`src/rtl/core/cstrd_pkg.sv`:
```
// Shared types, constants and helper functions of the stirred-tank derivative block.
// No dependencies; every other file of the block uses this package.
`timescale 1ns / 1ps
`default_nettype none

package cstrd_pkg;

	localparam int DIV_STAGES   = 12;
	localparam int DIV_BITS     = 4;
	localparam int DIV_W        = DIV_STAGES * DIV_BITS;
	localparam int HORNER_STEPS = 6;
	localparam int LATENCY      = DIV_STAGES + 2 * HORNER_STEPS + 5 + 4;
	localparam int CFG_IDX_W    = 4;
	localparam int CFG_DATA_W   = 44;

	localparam logic signed [31:0] LNK0     = 32'sd419429258;
	localparam logic [30:0]        LOG2E    = 31'd1549082005;
	localparam logic [29:0]        LN2      = 30'd744261118;
	localparam logic [39:0]        Q_MAX    = 40'd1761606538;
	localparam logic [30:0]        ONE30    = 31'h4000_0000;
	localparam logic [60:0]        TERM_CAP = 61'h1000_0000_0000_0000;
	localparam logic [18:0]        T_FLOOR  = 19'd256;

	localparam logic [18:0] INV_VOLUME_RST   = 19'd2560;
	localparam logic [14:0] ACT_TEMP_RST     = 15'd8750;
	localparam logic [17:0] HEAT_GAIN_RST    = 18'd784;
	localparam logic [43:0] WALL_GAIN_RST    = 44'd513752069;
	localparam logic [31:0] POWER_GAIN_RST   = 32'd2630411;
	localparam logic [19:0] FEED_CONC_RST    = 20'd65536;
	localparam logic [18:0] FEED_TEMP_RST    = 19'd89600;
	localparam logic [18:0] COOLANT_TEMP_RST = 19'd76800;

	typedef enum logic [CFG_IDX_W-1:0] {
		REG_INV_VOLUME   = 4'd0,
		REG_ACT_TEMP     = 4'd1,
		REG_HEAT_GAIN    = 4'd2,
		REG_WALL_GAIN    = 4'd3,
		REG_POWER_GAIN   = 4'd4,
		REG_FEED_CONC    = 4'd5,
		REG_FEED_TEMP    = 4'd6,
		REG_COOLANT_TEMP = 4'd7
	} reg_idx_t;

	typedef struct packed {
		logic signed [20:0] conc;
		logic [18:0]        temp;
		logic [24:0]        flow;
		logic signed [20:0] qpow;
	} item_t;

	typedef struct packed {
		logic [18:0] inv_volume;
		logic [14:0] activation_temp;
		logic [17:0] heat_gain;
		logic [43:0] wall_cooling_gain;
		logic [31:0] power_gain;
		logic [19:0] feed_conc;
		logic [18:0] feed_temp;
		logic [18:0] coolant_temp;
	} cfg_t;

	typedef struct packed {
		item_t              item;
		logic [51:0]        mca;
		logic signed [7:0]  p;
	} exp_res_t;

	function automatic logic [30:0] quarter_pow(input logic [1:0] idx);
		logic [30:0] r;
		case (idx)
			2'd0:    r = 31'd1073741824;
			2'd1:    r = 31'd1276901417;
			2'd2:    r = 31'd1518500250;
			default: r = 31'd1805811301;
		endcase
		return r;
	endfunction

	function automatic logic [31:0] recip_mul(input int n);
		logic [31:0] r;
		case (n)
			3:       r = 32'hAAAA_AAAB;
			5:       r = 32'hCCCC_CCCD;
			6:       r = 32'hAAAA_AAAB;
			default: r = 32'h8000_0000;
		endcase
		return r;
	endfunction

	function automatic int recip_shift(input int n);
		int r;
		case (n)
			1:       r = 31;
			2:       r = 32;
			3:       r = 33;
			4:       r = 33;
			5:       r = 34;
			default: r = 34;
		endcase
		return r;
	endfunction

endpackage

`default_nettype wire

```
`src/rtl/core/cstrd_div.sv`:
```
// Pipelined restoring divider: activation temperature * 2^32 over floored temperature.
// Depends on cstrd_pkg; carries the input item alongside the quotient.
`timescale 1ns / 1ps
`default_nettype none

module cstrd_div (
	input  wire logic             clk,
	input  wire logic             arst_n,
	input  wire logic             in_vld,
	input  wire cstrd_pkg::item_t in_item,
	input  wire logic [14:0]      act,
	output logic                  out_vld,
	output cstrd_pkg::item_t      out_item,
	output logic [39:0]           quo
);

	localparam int NS = cstrd_pkg::DIV_STAGES;
	localparam int NB = cstrd_pkg::DIV_BITS;
	localparam int DW = cstrd_pkg::DIV_W;

	logic             vld_s  [1:NS];
	cstrd_pkg::item_t item_s [1:NS];
	logic [18:0]      rem_s  [1:NS];
	logic [18:0]      tf_s   [1:NS];
	logic [DW-1:0]    dvd_s  [1:NS];
	logic [DW-1:0]    quo_s  [1:NS];

	genvar k;
	for (k = 0; k < NS; k++) begin : g_stage
		logic             v_in;
		cstrd_pkg::item_t it_in;
		logic [18:0]      rm_in, tf_in, rm_nx;
		logic [DW-1:0]    dv_in, qo_in, dv_nx, qo_nx;
		logic [19:0]      r;

		if (k == 0) begin : g_first
			assign v_in  = in_vld;
			assign it_in = in_item;
			assign tf_in = (in_item.temp < cstrd_pkg::T_FLOOR) ? cstrd_pkg::T_FLOOR : in_item.temp;
			assign rm_in = '0;
			assign dv_in = DW'({act, 32'd0});
			assign qo_in = '0;
		end else begin : g_next
			assign v_in  = vld_s[k];
			assign it_in = item_s[k];
			assign tf_in = tf_s[k];
			assign rm_in = rem_s[k];
			assign dv_in = dvd_s[k];
			assign qo_in = quo_s[k];
		end

		always_comb begin
			rm_nx = rm_in;
			dv_nx = dv_in;
			qo_nx = qo_in;
			r = '0;
			for (int j = 0; j < NB; j++) begin
				r = {rm_nx, dv_nx[DW-1]};
				dv_nx = {dv_nx[DW-2:0], 1'b0};
				if (r >= {1'b0, tf_in}) begin
					r = r - {1'b0, tf_in};
					qo_nx = {qo_nx[DW-2:0], 1'b1};
				end else begin
					qo_nx = {qo_nx[DW-2:0], 1'b0};
				end
				rm_nx = r[18:0];
			end
		end

		always_ff @(posedge clk or negedge arst_n) begin
			if (!arst_n) begin
				vld_s[k+1] <= 1'b0;
			end else begin
				vld_s[k+1] <= v_in;
			end
		end

		always_ff @(posedge clk) begin
			item_s[k+1] <= it_in;
			tf_s[k+1]   <= tf_in;
			rem_s[k+1]  <= rm_nx;
			dvd_s[k+1]  <= dv_nx;
			quo_s[k+1]  <= qo_nx;
		end
	end

	assign out_vld  = vld_s[NS];
	assign out_item = item_s[NS];
	assign quo      = quo_s[NS][39:0];

endmodule

`default_nettype wire

```
`config.mk`:
```
export PLATFORM = sky130hd
export DESIGN_NAME = cstrd_div
export DESIGN_NICKNAME = d
export VERILOG_FILES = /design/src/rtl/core/cstrd_pkg.sv /design/src/rtl/core/cstrd_div.sv
export SDC_FILE = /design/constraint.sdc
export NUM_CORES = 2
export LEC_CHECK = 0
export BUFFER_PORTS_ARGS = -buffer_cell sky130_fd_sc_hd__buf_2
export CAP_MARGIN = 0
export CORE_ASPECT_RATIO = 2
export CORE_MARGIN = 3
export CORE_UTILIZATION = 35
export CTS_BUF_LIST = sky130_fd_sc_hd__clkbuf_4 sky130_fd_sc_hd__clkbuf_8 sky130_fd_sc_hd__clkbuf_16
export DETAILED_ROUTE_END_ITERATION = 8
export PLACE_DENSITY_LB_ADDON = 0.05
export SLEW_MARGIN = 0
export SYNTH_ARGS = -nofsm -noshare
export SYNTH_HDL_FRONTEND = slang
export SYNTH_SLANG_ARGS = --single-unit
export TNS_END_PERCENT = 20
```
`constraint.sdc`:
```
create_clock -name clk -period 13.9 [get_ports clk]
set_input_delay 1.39 -clock clk [delete_from_list [all_inputs] [get_ports clk]]
set_output_delay 1.39 -clock clk [all_outputs]
set_load 0.01 [all_outputs]
```
==> flow_summary.yaml <==
hold_path:
  min_to: "quo_s[0][388]"
  min_path_type: "register to register"
  min_from: "quo_s[0][336]"
  hold_depth: 0
grt:
  antenna_found_initial: 18
  grt_max_degree: 35
  grt_pass1_wl_um: 397000
  overflow: 0
  grt_usage_pct: 21.2
  grt_pass1_vias: 66100
clock_network:
  htree_levels: 4
  cts_tree: "built"
  clk_latency_ns: 0.84
  cts_root_buf: "clkbuf_16"
  clock-sinks: 1706
  cts_setup_buffers: 0
  cts_buffer_depth: 4
  cts_buffers: 168
  clkSlewWorstSetupHoldPaths_ns: 0.07
critical_path:
  worstReg2RegEnd: "rem_s[0][58]"
  worstPathMaxFanout: 23
  max_stage_delay_ns: 0.64
  reg2reg_depth: 45
  cp.required_ns: 14.60
  r2r_slack_ns: 1.08
  reg2reg_from: "tf_s[0][39]"
  slowest_stage: "or3b_1"
  cp-start-kind: "register"
  cp-end-kind: "register"
  crit_type: "register to register"
  crit_arrival_ns: 13.53
yosys:
  synth_area_leaders: "dfxtp_1, ha_1, mux2_2"
  synth_seq_cells: 1706
  synth_top_flop_cell: "dfxtp_1"
  yosysTopAreaCell: "dfxtp_1"
  yosys.area_share.adder_pct: 13.5
  synth-xor-area-share_pct: 6.91
  ys_seq_area_share_pct: 40.8
  avgSynthCellArea_um2: 9.72
  synth.top_cells.by_count: "dfxtp_1, ha_1, a21oi_1, nor2_1, inv_1"
  synth_edf_count: 0
  synthSimpleGateAreaFrac_pct: 11.3
  syn_inst: 8626
  synth_area_um2: 83900
  yosys-mux-area-fraction_pct: 7.11
  synth_top_area_share_pct: 40.4
  synth_compound_area_share_pct: 17.3
  synth_top_family_by_area: "compound AO/OA/AOI/OAI gates"
  async_reset_ff_share_pct: 0.703
  synth_cell_types: 119
  yosysMostFrequentCell: "dfxtp_1"
  ys_warn_count: 0
placed_design:
  portBuffers: 230
  gp_congestion: 0.897
  hpwl_um: 222000
  dpl_cell_area_um2: 89200
sta:
  setup_tns_ns: 0
  fin_crit_ns: 12.82
  finClkSkew_ns: 0.0993
  finalSetupViolations: 0
  final_max_slew_viol_count: 0
  finalCritPeriodShare_pct: 92.2
  fmax_ghz: 0.0780
  hold_violations: 0
  rsz0062_at_grt: "false"
  maxSlewHeadroom_pct: 24.0
  fin_hold_ws_ns: 0.262
  worstMarginPinSlew_ns: 1.13
cells_and_area:
  nets: 9992
  fill_cells: 23700
  layout-drive-gt1-share_pct: 13.3
  final_area_um2: 94800
  synthToLayoutAreaGrowth_pct: 13.0
detailed_routing:
  wirelength_um: 271000
  routedWlPerCell_um: 22.0
  viasPerCell: 5.16
  routed-via-count: 63500
  ant_nets: 0
  drt_iter0_drc: 2791
  drc_errors: 0
  drt_first_pass_iters: 6
floorplan:
  boundaryPins: 231
  die_w_um: 352
  row_count: 253
  die_y_um: 698
  start_util_pct: 35.2
  die_area_um2: 246000
  core_um2: 238000
outcome:
  status: "finished clean"
flow_run:
  maxCapViolCount: 0
[sequential cells by signal (all words and copies together) (netlist names)]
name	flops
g_stage.v_in	11
rem_s	209
out_vld	1
tf_s	209
quo_s	220
dvd_s	24
item_s	1032
[worst max-delay path, delay by kind of cell, from the launching register on]
family | cells | cell delay, ns
AO/OA/AOI/OAI | 26 | 5.64
multiplexers | 1 | 0.33
flip-flops | 1 | 0.58
adder cells (fa/ha/maj) | 4 | 1.88
AND/OR/NAND/NOR | 7 | 2.22
buffers and inverters | 7 | 2.00
[logic make-up after synthesis]
kind of cell / count (synthesis)
AOI/OAI and AO/OA: 2227
xor gates and xnor gates: 662
adders and majority gates: 891
buffers and inverters: 654
DFF: 1706
muxes: 530
other: 1
and+or+nand+nor: 1955
[worst max path at each step]
stage | end | slack, ns | from | cells after the start
floorplan | rem_s[0][200] | 3.30 | tf_s[0][171] | 48
global placement | rem_s[0][59] | 0.39 | tf_s[0][39] | 45
detailed placement | rem_s[0][58] | 0.36 | tf_s[0][39] | 45
CTS | rem_s[0][58] | 0.25 | tf_s[0][39] | 45
global route | rem_s[0][58] | 0.11 | tf_s[0][39] | 45
finish | rem_s[0][58] | 1.08 | tf_s[0][39] | 45
[area by class of cell]
type                            count  area [um2]  area share [%]
Multi-Input combinational cell   6284       47200            49.8
Antenna cell                        2        5.00         0.00528
Clock inverter                     75         908           0.958
Tap cell                         3187        3990            4.21
Inverter                          516        1940            2.05
Clock buffer                      215        4740            4.99
Sequential cell                  1706       34200            36.1
Timing Repair Buffer              321        1860            1.96
[per-stage QoR]
stage,cells,worst slack [ns],util (%)
floorplan,8644,3.30,-
global placement,12000,0.394,37.5
detailed placement,12000,0.359,37.5
CTS,12300,0.248,39.8
global route,12300,0.114,39.8
finish,12300,1.08,39.8
[timing repair]
action / CTS / global route
setup endpoints to repair: 0 / 18
gates resized for setup: 0 / 3
hold buffers: 0 / 0
[cell usage in the layout, fill, tap and decap left out, drive strengths merged, types with 37 or more instances in the layout]
cell,count
o211ai,55
nand4,83
nand2b,106
xor2,215
a21o,266
and3,68
or2,42
buf,321
nor3,146
inv,531
mux2,476
clkbuf,215
a211o,37
ha,868
o21ai,494
nor2,565
a21oi,644
nand2,479
nor2b,113
o31ai,55
o21bai,82
mux2i,54
a21boi,43
dfxtp,1694
nand3,138
and2,57
a211oi,85
xnor2,447
o21a,120
or3,59
a31oi,74
[layer usage]
layer	GRT usage [%]	wire length [um]
met5	0	13
met4	16.4	24700
met3	2.02	6520
met2	43.9	153000
met1	18.1	87100
Power is left out: the tool's default activity adds up to more than one toggle a clock period on the data nets, which glitch-free logic cannot reach.
